--- config.mk ---
export PLATFORM = sky130hd
export DESIGN_NAME = dibc_mul
export DESIGN_NICKNAME = d
export VERILOG_FILES = /design/src/rtl/core/dibc_mul.sv
export SDC_FILE = /design/constraint.sdc
export NUM_CORES = 2
export LEC_CHECK = 0
export BUFFER_PORTS_ARGS = -buffer_cell sky130_fd_sc_hd__buf_2
export CAP_MARGIN = 40
export CORE_MARGIN = 4
export CORE_UTILIZATION = 65
export DETAILED_ROUTE_END_ITERATION = 10
export GPL_TIMING_DRIVEN = 0
export PLACE_DENSITY = 0.9
export SETUP_SLACK_MARGIN = 0.15
export SLEW_MARGIN = 40
export SYNTH_ARGS = -nofsm -noshare
export SYNTH_HDL_FRONTEND = slang
export SYNTH_SLANG_ARGS = --single-unit
--- constraint.sdc ---
create_clock -name clock -period 16.7 [get_ports clock]
set_input_delay 5.01 -clock clock [delete_from_list [all_inputs] [get_ports clock]]
set_output_delay 5.01 -clock clock [all_outputs]
set_load 0.05 [all_outputs]
--- src/rtl/core/dibc_mul.sv ---
module dibc_mul (
   input  logic               clock,
   input  logic signed [33:0] mul_a,
   input  logic signed [31:0] mul_b,
   output logic signed [65:0] prod_ff
);
   // Shared multiplier with a registered product.
   always_ff @(posedge clock) begin
      prod_ff <= mul_a * mul_b;
   end
endmodule

==> run_results.csv <==
group,metric,value,unit
job,cap_violations,0,
floorplan,die_w,255,um
clock_network,clockBufferDepth,2,
setup_path,slowest_delay,0.67,ns
detailed_routing,drtAntennaViolNets,0,
setup_path,cpMostUsedCell,"fa_1",
placed_design,buffer_ports.inserted,126,
layout,fillers,4748,
detailed_routing,drtIter0Drc,3273,
sta,clock.fmax,0.0732,GHz
detailed_routing,viasPerCell,6.04,
setup_path,critPathArrivalTime,13.97,ns
clock_network,ctsHtreeMaxLevel,3,
floorplan,dieArea,65100,um^2
setup_path,required,17.00,ns
synth,avgSynthCellArea,9.42,um^2
synth,syn_area,39700,um^2
synth,syn_inst,4212,
sta,setup_violations,0,
layout,top_regs,"prod_ff: 66 flops",
sta,slew_viol_final,0,
layout,regArea,1320,um^2
sta,fin_crit_sh,81.8,%
synth,synthArstFlopShare,0,%
run_status,status,"completed",
synth,synth_fp_nets,5609,
detailed_routing,finalWirelength,139,mm
layout,multi_input_area,33600,um^2
global_route,grt_pass1_vias,34100,
sta,worst-slew-pin-transition,0.996,ns
worst_hold_path,hp-class,"primary input to flop",
detailed_routing,dr.pass1.iters,6,
detailed_routing,wl_per_cell,27.0,um
layout,area_delta_synth_final,4.94,%
synth,synth-edff-count,0,
detailed_routing,num_vias,31100,
clock_network,cts_hold_buf,0,
floorplan,die_h,255,um
global_route,grt_usage,45.1,%
global_route,grt_pass1_wl,211,mm
setup_path,crit_type,"primary input to flop",
layout,drive_gt1_share,4.22,%
global_route,grt-ovfl-total,0,
sta,rsz0062_at_grt,"false",
setup_path,cp_max_fo,10,
placed_design,gp_congestion,1.09,
layout,nets,5748,
setup_path,startpoint_type,"primary input",
layout,largest_register_ffs,66,
synth,yosysWarnings,0,
global_route,grt_antenna_before_repair,14,
sta,setup_tns,0,ns
clock_network,clk_pin_slew,0.08,ns
placed_design,dpl.hpwl,121,mm
clock_network,cts_tree,"built",
clock_network,cts_resized,0,
setup_path,slowest_stage,"a2111oi_1",
sta,min_period,13.67,ns
synth,synth-seq-cells,66,
detailed_routing,drc,0,
clock_network,clockRootBuffer,"clkbuf_16",
synth,ys_types,61,
sta,slew_headroom,33.6,%
floorplan,initial_utilization,65.8,%
floorplan,coreArea,60400,um^2
clock_network,cts_buffers,9,
global_route,grt_max_degree,17,
synth,synthFlopType,"dfxtp_1",
synth,ys_seq_area_share,3.33,%
clock_network,clkSinkCount,66,
layout,regMostFlops,"prod_ff",
layout,utilization,69.0,%
floorplan,rows,90,
clock_network,cts_setup_buffers,0,
sta,hold_viol_final,0,
setup_path,crit_path_end_kind,"flop",
floorplan,io-pin-count,133,
-- critical path: cells and delay by family --
kind	cells	cell delay, ns
simple gates	2	0.42
compound gates	7	2.17
fa+ha+maj	9	4.58
xor+xnor	1	0.18
buf+inv	6	1.58
-- cells in the final DEF (no fill, tap or decap), types with 10 or more instances in the layout --
cell      instances
a31oi_1          10
inv_1          1053
clkbuf_1        215
o21bai_1         10
dfxtp_1          66
nor2_1           64
and2_1          534
diode_2          14
nand2_1         565
buf_2           134
nand2b_1         14
nand4_1          10
nand3_1          21
a21o_1           32
a21oi_1          73
o21ai_0          35
nor3_1           10
xnor2_1          52
xor2_1           21
fa_1           1140
ha_1            188
-- layout make-up --
class	count	share of cell area [%]
Sequential cell	66	3.17
Timing Repair Buffer	128	1.56
Multi-Input combinational cell	2866	80.6
Tap cell	782	2.35
Inverter	1053	9.49
Antenna cell	14	0.0841
Clock inverter	6	0.138
Clock buffer	10	0.550
Buffer	227	2.08
-- metrics by stage --
stage / hold WS, ns / instances / worst slack (ns) / instance area, um^2
finish: 4.90 / 5152 / 3.03 / 41700
global route: 4.92 / 5140 / 2.76 / 41600
CTS: 4.89 / 5137 / 3.22 / 41600
detailed placement: 5.32 / 5121 / 2.85 / 41300
global placement: 5.32 / 5120 / 2.82 / 41300
floorplan: 5.14 / 4212 / 4.44 / 39700
-- cell families (layout without fill, tap and decap cells) --
group,Yosys count,count (layout),synth area share (%)
buffers and inverters,1280,1424,12.1
other,0,14,0
adders and majority gates,1330,1330,63.5
DFF,66,66,3.33
xor gates and xnor gates,73,73,1.61
AOI/OAI and AO/OA,219,219,3.79
and+or+nand+nor,1244,1244,15.6
-- routing by layer --
layer | share of wire [%] | up-vias | GRT usage, %
li1 | - | 12300 | -
met1 | 31 | 15800 | 54.1
met2 | 44 | 2311 | 67.6
met3 | 14 | 736 | 16.0
met4 | 10 | 8 | 33.8
met5 | 0.077 | - | 0.586
-- Yosys cell counts (all sizes together) (2+ instances only) --
library cell  number  area, um^2
inv             1053        3950
buf                8        40.0
nand2b            14        87.6
clkbuf           219         822
a2111oi            4        67.6
nand3             21         105
o211ai             9        72.6
o2111ai            2        17.5
a41oi              3        33.8
o41ai              4        42.6
a211oi             8        70.1
a31oi             10        62.6
xnor2             52         455
o31a               2        26.3
o22ai              3        18.8
nand2            566        2130
and3               7        48.8
fa              1142       22900
o211a              3        30.0
o21bai            10        75.1
or2                3        18.8
and2             534        3340
o31ai              4        40.0
a21oi             75         383
nor2b              8        50.1
nand3b             2        15.0
xor2              21         184
a221oi             3        43.8
nor2              64         240
o21ai             37         189
a21boi             5        45.0
ha               188        2350
a21o              32         240
nand4             10        62.6
nor3              11        60.1
dfxtp             66        1320
-- worst paths after layout --
kind	start	cells past startpoint	endpoint
setup / recovery	mul_b[2]	25	prod_ff[61]
hold / removal	mul_a[0]	2	prod_ff[0]
Power is left out: the tool's default activity adds up to more than one toggle a clock period on the data nets, which glitch-free logic cannot reach.
