`src/rtl/core/dibc_pkg.sv`:
```
package dibc_pkg;

   localparam int unsigned CSR_IDX_W   = 3;
   localparam int unsigned CSR_DATA_W  = 23;
   localparam int unsigned FRAC_BITS   = 54;
   localparam int unsigned ROOT_IDX_W  = 4;
   localparam int unsigned ROOT_COUNT  = 15;
   localparam logic [30:0] ONE_Q30     = 31'd1073741824;
   localparam logic [30:0] HALF_Q30    = 31'd536870912;
   localparam logic [31:0] LOG2E_Q30   = 32'd1549082005;
   localparam logic [16:0] ONE_Q16     = 17'd65536;

   typedef logic signed [71:0] wide_type;
   typedef logic [ROOT_COUNT-1:0][30:0] root_tab_type;

   typedef enum logic [CSR_IDX_W-1:0] {
      CSR_FLOW_PLASMA         = 3'd0,
      CSR_EXTRACTION_FRACTION = 3'd1,
      CSR_RATE_POS            = 3'd2,
      CSR_RATE_NEG            = 3'd3,
      CSR_ARTERIAL_FRACTION   = 3'd4
   } csr_idx_type;

   typedef struct packed {
      logic [22:0]        flow_plasma;
      logic [16:0]        extraction_fraction;
      logic [22:0]        rate_pos;
      logic [22:0]        rate_neg;
      logic signed [17:0] arterial_fraction;
   } cfg_type;

   typedef enum logic [4:0] {
      S_IDLE, S_MIX_A, S_MIX_V, S_MIX_SUM,
      S_DEC_K, S_DEC_Y, S_DEC_IDX, S_DEC_TAB, S_DEC_RND, S_DEC_SHIFT,
      S_UPD_PREV, S_UPD_S, S_UPD_DT, S_UPD_HI, S_UPD_LO, S_UPD_RES, S_UPD_SUM,
      S_WGT_POS, S_WGT_NEG, S_ACC_PH, S_ACC_PL, S_ACC_NH, S_ACC_NL, S_ACC_LAST,
      S_OUT
   } state_type;

   // Integer square root, used only to build constants at elaboration.
   function automatic logic [63:0] isqrt64(logic [63:0] v);
      logic [63:0] r;
      logic [63:0] b;
      logic [63:0] x;
      r = '0;
      b = 64'd1 << 62;
      x = v;
      for (int i = 0; i < 32; i++) begin
         if (b > x) b = b >> 2;
      end
      for (int i = 0; i < 32; i++) begin
         if (b != 0) begin
            if (x >= r + b) begin
               x = x - (r + b);
               r = (r >> 1) + b;
            end else begin
               r = r >> 1;
            end
            b = b >> 2;
         end
      end
      return r;
   endfunction

   // Entry k is 2^(-2^-k) in Q1.30; entry 0 is one.
   function automatic root_tab_type root_table();
      root_tab_type t;
      logic [63:0] c;
      t = '0;
      t[0] = ONE_Q30;
      c = isqrt64(64'd1 << 59);
      t[1] = c[30:0];
      for (int k = 2; k < ROOT_COUNT; k++) begin
         c = isqrt64({3'd0, t[k-1], 30'd0});
         t[k] = c[30:0];
      end
      return t;
   endfunction

   localparam root_tab_type ROOT_TAB = root_table();

   // Shift right with rounding to nearest, ties away from zero.
   function automatic wide_type round_shift(wide_type v, int unsigned n);
      wide_type m;
      wide_type half;
      half = wide_type'(1) <<< (n - 1);
      m = v[71] ? -v : v;
      m = (m + half) >>> n;
      return v[71] ? -m : m;
   endfunction

   function automatic wide_type sat_bits(wide_type v, int unsigned bits);
      wide_type hi;
      wide_type lo;
      hi = (wide_type'(1) <<< (bits - 1)) - wide_type'(1);
      lo = -hi - wide_type'(1);
      return (v > hi) ? hi : ((v < lo) ? lo : v);
   endfunction

endpackage

```
`src/rtl/core/dibc_channels.sv`:
```


interface dibc_csr_if;
   logic        valid;
   logic        ready;
   logic [2:0]  index;
   logic [22:0] data;
   modport source (output valid, index, data, input ready);
   modport sink   (input valid, index, data, output ready);
endinterface

```
`src/rtl/core/dibc_csr.sv`:
```
module dibc_csr (
   input  logic             clock,
   input  logic             reset,
   dibc_csr_if.sink         csr_ch,
   output dibc_pkg::cfg_type cfg
);
   import dibc_pkg::*;

   cfg_type cfg_ff;

   assign csr_ch.ready = 1'b1;
   assign cfg = cfg_ff;

   always_ff @(posedge clock) begin
      if (reset) begin
         cfg_ff.flow_plasma         <= 23'd65536;
         cfg_ff.extraction_fraction <= 17'd32768;
         cfg_ff.rate_pos            <= 23'd65536;
         cfg_ff.rate_neg            <= 23'd65536;
         cfg_ff.arterial_fraction   <= 18'sd32768;
      end else if (csr_ch.valid) begin
         unique case (csr_ch.index)
            CSR_FLOW_PLASMA:         cfg_ff.flow_plasma <= csr_ch.data;
            CSR_EXTRACTION_FRACTION: cfg_ff.extraction_fraction <= csr_ch.data[16:0];
            CSR_RATE_POS:            cfg_ff.rate_pos <= csr_ch.data;
            CSR_RATE_NEG:            cfg_ff.rate_neg <= csr_ch.data;
            CSR_ARTERIAL_FRACTION:   cfg_ff.arterial_fraction <= signed'(csr_ch.data[17:0]);
            default: ;
         endcase
      end
   end
endmodule

```
`src/flat_wrapper.sv`:
```
// flat-port wrapper written by rule: the top's interface ports become plain ports
module dibc_csr_flat import dibc_pkg::*;
  (clock, reset, cfg, csr_ch_valid, csr_ch_index, csr_ch_data, csr_ch_ready);
  dibc_csr_if csr_ch_i ();
  input  logic clock;
  input  logic reset;
  output dibc_pkg::cfg_type cfg;
  input wire logic [$bits(csr_ch_i.valid)-1:0] csr_ch_valid;
  input wire logic [$bits(csr_ch_i.index)-1:0] csr_ch_index;
  input wire logic [$bits(csr_ch_i.data)-1:0] csr_ch_data;
  output wire logic [$bits(csr_ch_i.ready)-1:0] csr_ch_ready;
  assign csr_ch_i.valid = csr_ch_valid;
  assign csr_ch_i.index = csr_ch_index;
  assign csr_ch_i.data = csr_ch_data;
  assign csr_ch_ready = csr_ch_i.ready;
  dibc_csr u_core (.clock(clock), .reset(reset), .csr_ch(csr_ch_i), .cfg(cfg));
endmodule
```
`config.mk`:
```
export PLATFORM = sky130hd
export DESIGN_NAME = dibc_csr_flat
export DESIGN_NICKNAME = d
export VERILOG_FILES = /design/src/rtl/core/dibc_pkg.sv /design/src/rtl/core/dibc_channels.sv /design/src/rtl/core/dibc_csr.sv /design/src/flat_wrapper.sv
export SDC_FILE = /design/constraint.sdc
export NUM_CORES = 1
export LEC_CHECK = 0
export ABC_AREA = 0
export BUFFER_PORTS_ARGS = -buffer_cell sky130_fd_sc_hd__buf_2
export CORE_MARGIN = 5
export CORE_UTILIZATION = 50
export DETAILED_ROUTE_END_ITERATION = 10
export GPL_TIMING_DRIVEN = 0
export PLACE_DENSITY = 0.79
export RECOVER_POWER = 50
export SETUP_SLACK_MARGIN = 0.02
export SLEW_MARGIN = 20
export SYNTH_ARGS = -nofsm -noshare
export SYNTH_HDL_FRONTEND = slang
export SYNTH_SLANG_ARGS = --single-unit
```
`constraint.sdc`:
```
create_clock -name clock -period 2.37 [get_ports clock]
set_input_delay 0.3555 -clock clock [delete_from_list [all_inputs] [get_ports clock]]
set_output_delay 0.3555 -clock clock [all_outputs]
set_load 0.005 [all_outputs]
```
==> summary.md, run 1 <==
| Metric | Value |
|---|---|
| Outcome | `finished clean` |
| Synth warn | `0` |
| Iter 0 DRT Violations | `60` |
| Sequential share of the synthesized area | `50.0%` |
| VDD IR max | `between 0.0003 and 0.0004 V` |
| Post-CTS Setup Repair Bufs | `0` |
| CTS tree | `done` |
| Setup violations, final | `0` |
| Pwr/cell area | `633 mW/mm^2` |
| # Max-Cap Violations | `0` |
| Most frequent cells in the layout | `buf_2 (128), nand2b_1 (122), mux2i_1 (104), dfxtp_1 (104), clkbuf_1 (28)` |
| Slew @ Worst Pin | `896 ps` |
| Total Power | `3.24 mW` |
| Worst EP arrival | `1930 ps` |
| Initial Util | `a little over 50%` |
| Crit-path cells | `clkbuf_1 > nand4bb_1 > clkbuf_1 > clkbuf_1 > mux2i_1` |
| Leak Pwr | `2.67 nW` |
| Final setup TNS | `0 ps` |
| Max incr delay on CP | `710 ps` |
| Hold Crit Depth | `3` |
| Vias/cell | `around 4.9` |
| Cell with the largest stage delay on the worst path | `clkbuf_1` |
| Startpoint types | `input pin` |
| Routed wire length per instance | `16.8 microns` |
| Clock sink count | `about 100` |
| Critical path depth | `5` |
| Vias | `between 3000 and 4000` |
| Commonest non-fill, non-tap cell in the layout | `buf_2` |
| Layout area overhead | `23.1%` |
| Synth Instances | `374` |
| # DRC | `0` |
| Die area | `0.0103 sq mm` |
| Period minus WS final | `1650 ps` |
| Final Cycle Share | `69.6%` |
| Cell area after synthesis | `0.00416 sq mm` |
| Hold Path Class | `input pin to flop` |
| Final Hold Viols | `0` |
| Slew Viols, Final | `0` |
| Final Non-Filler Cells | `between 600 and 700` |
| First-pass DRT Iterations | `4` |
| Fmax | `606 MHz` |
| Cts bufs inserted | `9` |
| Library cells used by synthesis | `15` |
| CTS clock-pin slew for the worst setup and hold paths | `100 ps` |
| Setup Crit Path Kind | `input pin to flop` |
| Post-DRT Antenna Nets | `0` |
| Crit-path leading delay family | `buffers and inverters` |
| RSZ-0062 raised after global routing | `no` |
| Die Wd | `~100 microns` |
| Syn Nets | `403` |
| Root buffer cell | `clkbuf_8` |
| Number of global-route vias before repair | `around 3200` |
| Worst path most repeated cell | `clkbuf_1` |
| Max reg flops | `104` |
| Largest net degree at the start of global routing | `17` |
| Port-buffer cells | `131` |
| Clock tree buffer depth | `2` |
| First-pass GRT wire length | `around 16000 microns` |
| Placed Cells | `just over 600` |
| Drt total wl | `10500 microns` |
| CP endpoint kind | `flop` |
| Share of layout cells above drive strength 1 | `28.1%` |
| Num rows | `33` |
| Skew final | `0 ps` |
| Post-CTS sizing | `0` |
| Initial antenna violation count | `0` |
| Worst Path Buf+Inv | `3` |
| Final net count | `between 500 and 600` |
| I/O Pins | `134` |
| Routability congestion estimate from global placement | `roughly 0.75` |
| Hold Buf Count CTS | `0` |
| Mapped Avg Cell Area | `11.1 sq um` |
| HPWL Detailed | `7840 microns` |
| Crit path required time | `2650 ps` |
| CTS H-Tree Depth | `3` |
| Die height | `101 microns` |
| Grt total ovfl | `0` |
| Clk_lat worst skew | `between 300 and 400 ps` |
| Slew headroom | `40.3%` |
| Reg2Reg Depth | `2` |
| Crit Path Max Fanout | `10` |
| Antenna diode count | `0` |
| CORE AREA | `0.00818 sq mm` |
| Yosys reg bits | `~100` |
| Gr usage total | `20.6%` |
## cell families after synthesis
| logic type | Yosys count | share of synthesized area (%) |
|---|---|---|
| mux | 104 | 25.0 |
| flops | 104 | 50.0 |
| buf+inv | 28 | 3.55 |
| simple gates | 137 | 21.3 |
| other cells | 1 | 0.0901 |
## final cells by class
class,count,area (sq um)
Multi-Input combinational cell,242,1930
Timing Repair Buffer,131,648
Tap cell,105,131
Sequential cell,104,2080
Clock buffer,11,131
Clock inverter,4,77.6
Fill cell,690,3050
Buffer,28,120
## metrics by stage
stage | setup slack [ps] | util, % | hold slack [ps] | instance area, sq um
final | 721 | 62.7 | 295 | 5120
after global routing | 585 | 62.7 | 304 | 5120
after CTS | 1160 | 63.1 | 288 | 5160
after detailed placement | 840 | 60.5 | 458 | 4950
after global placement | 860 | 60.5 | 457 | 4950
after floorplan | 1090 | - | 465 | 4160
## cell usage after synthesis (all sizes together)
cell type	count	area share [%]
nor2	7	0.63
and4bb	1	0.30
mux2i	104	25
clkbuf	15	1.4
buf	13	2.2
or4b	1	0.24
nand4bb	3	0.81
and4b	1	0.24
nand2b	122	18
nor4b	1	0.57
conb	1	0.090
dfxtp	104	50
nand4b	1	0.21
## worst reg2reg max path, stage by stage, from the launching register on
cell      delay, ps
dfxtp_1         350
nand2b_1         70
mux2i_1         170
## final timing paths
path / from / endpoint / slack, ps
hold / removal: csr_ch_data[15] / u_core.cfg[79]$_SDFFE_PP1P_ / 300
setup / recovery: csr_ch_index[1] / u_core.cfg[47]$_SDFFE_PP0P_ / 720
hold reg to reg: u_core.cfg[78]$_SDFFE_PP0P_ / u_core.cfg[78]$_SDFFE_PP0P_ / 470
setup reg to reg: u_core.cfg[28]$_SDFFE_PP0P_ / u_core.cfg[28]$_SDFFE_PP0P_ / 1710
## metal layers
layer / vias to the layer above / global-route usage [%] / part of all wire, %
li1: 1515 / - / -
met1: 1469 / 25.1 / 42
met2: 85 / 35.3 / 49
met3: 18 / 4.41 / 5.7
met4: 0 / 7.98 / 2.7
met5: - / 0 / 0
## report_power, final
group / internal (mW) / switching [mW] / total (mW)
combinational: 0.125 / 0.136 / 0.261
clock: 0.597 / 0.580 / 1.18
sequential: 1.78 / 0.0205 / 1.81
total: 2.51 / 0.736 / 3.24
(Power assumes the default switching activity.)
==> run 2, diff against run 1 <==
Settings changed: ABC_AREA 0 to 1, CORE_UTILIZATION 50 to 46, PLACE_DENSITY 0.79 to 0.76.
Clock period 2.37 ns to 1.3 ns, I/O delays scaled along.
==> summary.md, run 2 <==
| Metric | Value |
|---|---|
| I/O Pins | `134` |
| Placed Cells | `846` |
| Slew headroom | `66.2%` |
| Ys flop type | `dfxtp_1` |
| First-pass GRT wire length | `19700 microns` |
| Placed instance area | `0.00507 sq mm` |
| Gr usage total | `22.2%` |
| Critical register-to-register path endpoint | `u_core.cfg[15]$_SDFFE_PP1P_` |
| Cell area after synthesis | `0.00427 sq mm` |
| HPWL Detailed | `9510 microns` |
| Period minus WS final | `1090 ps` |
| Cts bufs inserted | `9` |
| Startpoint types | `flop` |
| Sequential share of the synthesized area | `48.7%` |
| Metal3 WL | `950 microns` |
| Root buffer cell | `clkbuf_8` |
| Worst EP arrival | `between 800 and 900 ps` |
| Most common cell in the netlist | `nor2_1` |
| Final Non-Filler Cells | `between 800 and 900` |
| Num rows | `35` |
| Hold EP | `u_core.cfg[79]$_SDFFE_PP1P_` |
| Layout area overhead | `23.2%` |
| Hold Buf Count CTS | `0` |
| Fin area | `0.00526 sq mm` |
| Setup Crit Path Kind | `flop to output pin` |
| First-pass DRT Iterations | `5` |
| Die height | `106 microns` |
| Fmax | `919 MHz` |
| Routability congestion estimate from global placement | `0.892` |
| Initial Util | `46.7%` |
| Routed wire length per instance | `14.4 microns` |
| Top layer used by detailed routing | `met4` |
| CP endpoint kind | `output pin` |
| Iter 0 DRT Violations | `336` |
| Largest net degree at the start of global routing | `18` |
| Worst Path Buf+Inv | `1` |
| Setup violations, final | `0` |
| VDD IR max | `0.000663 V` |
| Die area | `approximately 0.011 sq mm` |
| CTS clock-pin slew for the worst setup and hold paths | `100 ps` |
| Most frequent cells in the layout | `nor2_1 (197), buf_2 (136), nand2_1 (112)` |
| Leak Pwr | `around 2.6 nW` |
| Critical path depth | `1` |
| Reg2Reg Depth | `2` |
| Port-buffer cells | `132` |
| Synth warn | `0` |
| Syn Nets | `632` |
| Clk_lat worst skew | `360 ps` |
| # Max-Cap Violations | `0` |
| Clock tree buffer depth | `2` |
| Area share of the largest cell type after synthesis | `roughly half` |
| Number of synthesized flops with an enable pin | `0` |
| Synth Instances | `603` |
| RSZ-0062 raised after global routing | `no` |
| Skew final | `0 ps` |
| Crit-path leading delay family | `flip-flops` |
| RR Startpoint | `u_core.cfg[15]$_SDFFE_PP1P_` |
| Worst hold start | `csr_ch_data[15]` |
| Clock sink count | `104` |
| Share of layout cells above drive strength 1 | `24.9%` |
| Slew Viols, Final | `0` |
| Post-DRT Antenna Nets | `0` |
| Antenna diode count | `0` |
| CTS H-Tree Depth | `3` |
| Initial antenna violation count | `0` |
| Post-CTS Setup Repair Bufs | `0` |
| # DRC | `0` |
| Mapped Avg Cell Area | `7.08 sq um` |
| Yosys reg bits | `between 100 and 150` |
| Hold Crit Depth | `3` |
| Crit-path cells | `buf_2` |
| Met2 routed WL | `5970 microns` |
| Cell with the largest stage delay on the worst path | `dfxtp_1` |
| Final Cycle Share | `83.7%` |
| Final Hold Viols | `0` |
| Hold Path Class | `input pin to flop` |
| Metal-1 WL | `roughly 5200 microns` |
| Crit Path Max Fanout | `2` |
| Flop-to-flop setup slack | `660 ps` |
| Async SR Flop Fraction | `0%` |
| Post-CTS sizing | `0` |
| Max incr delay on CP | `slightly below 400 ps` |
| Final Hold Slack | `94.6 ps` |
| Crit path required time | `1110 ps` |
| Drt total wl | `roughly 12000 microns` |
| Dominant cells by area after synthesis | `dfxtp_1 (49%), nor2_1 (17%), nand3_1 (12%)` |
| CORE AREA | `0.00915 sq mm` |
| Pwr/cell area | `1190 mW/mm^2` |
| Vias/cell | `4.94` |
| Number of global-route vias before repair | `3982` |
| Vias | `4258` |
| Die Wd | `around 110 microns` |
| Final net count | `775` |
| Slew @ Worst Pin | `around 510 ps` |
| Outcome | `finished clean` |
| Synth cell count leaders | `nor2_1 (195), nand2_1 (112), dfxtp_1 (104), nand3_1 (104), inv_1 (24)` |
| Grt total ovfl | `0` |
| CTS tree | `done` |
| Area leader, netlist | `dfxtp_1` |
| Library cells used by synthesis | `16` |
| Commonest non-fill, non-tap cell in the layout | `nor2_1` |
| Max reg flops | `between 100 and 150` |
## run 2: cell types whose count changed after synthesis, sizes merged, moves of 2 or more
cell	change
nand2	+116
inv	+30
nand3	+104
o21ai	+2
nor2	+200
nand2b	-122
clkbuf	-12
mux2i	-104
buf	+23
nand4bb	-3
## run 2: through the flow
| stage | worst slack [ps] | total power [mW] | util (%) | TNS [ps] |
|---|---|---|---|---|
| after global placement | 12.5 | 4.18 | 55.4 | 0 |
| final | 211 | 6.26 | 57.5 | 0 |
| after detailed placement | -34.8 | 4.20 | 55.4 | -179 |
| after floorplan | 376 | 3.89 | - | 0 |
| after CTS | 220 | 6.28 | 57.7 | 0 |
| after global routing | 93.6 | 6.51 | 57.5 | 0 |
## run 2: area by class of cell
cell class,instances,area [sq um]
clock buffer,11,151
multi-input combinational,430,1810
clock inverter,5,62.6
tap,111,139
inverter,30,113
fill,839,3890
buffer,39,244
sequential,104,2080
timing repair buffer,132,658
## run 2: logic make-up (layout without fill, tap and decap cells)
| family | count (synthesis) | after routing | synth area share [%] |
|---|---|---|---|
| other cells | 1 | 1 | 0.0878 |
| flops | 104 | 104 | 48.7 |
| buf+inv | 69 | 217 | 8.61 |
| compound gates | 2 | 2 | 0.234 |
| simple gates | 427 | 427 | 42.3 |
## run 2: how the worst max path moves through the flow
| stage | startpoint | to | slack [ps] |
|---|---|---|---|
| after floorplan | csr_ch_valid | u_core.cfg[18]$_SDFFE_PP0P_ | 380 |
| after global routing | csr_ch_valid | u_core.cfg[83]$_SDFFE_PP0P_ | 90 |
| after CTS | u_core.cfg[63]$_SDFFE_PP0P_ | cfg[63] | 220 |
| after detailed placement | reset | u_core.cfg[3]$_SDFFE_PP0P_ | -30 |
| after global placement | reset | u_core.cfg[3]$_SDFFE_PP0P_ | 10 |
| final | u_core.cfg[63]$_SDFFE_PP0P_ | cfg[63] | 210 |
## run 2: report_power, final
group / internal, mW / total (mW) / switching (mW)
logic: 0.280 / 0.763 / 0.483
clock network: 1.01 / 2.14 / 1.13
registers: 3.30 / 3.36 / 0.0620
## run 2: layer usage
metal / GRT usage [%] / vias up
li1: - / 2144
met1: 27.9 / 1902
met2: 37.6 / 185
met3: 3.83 / 27
met4: 8.97 / 0
met5: 0 / -
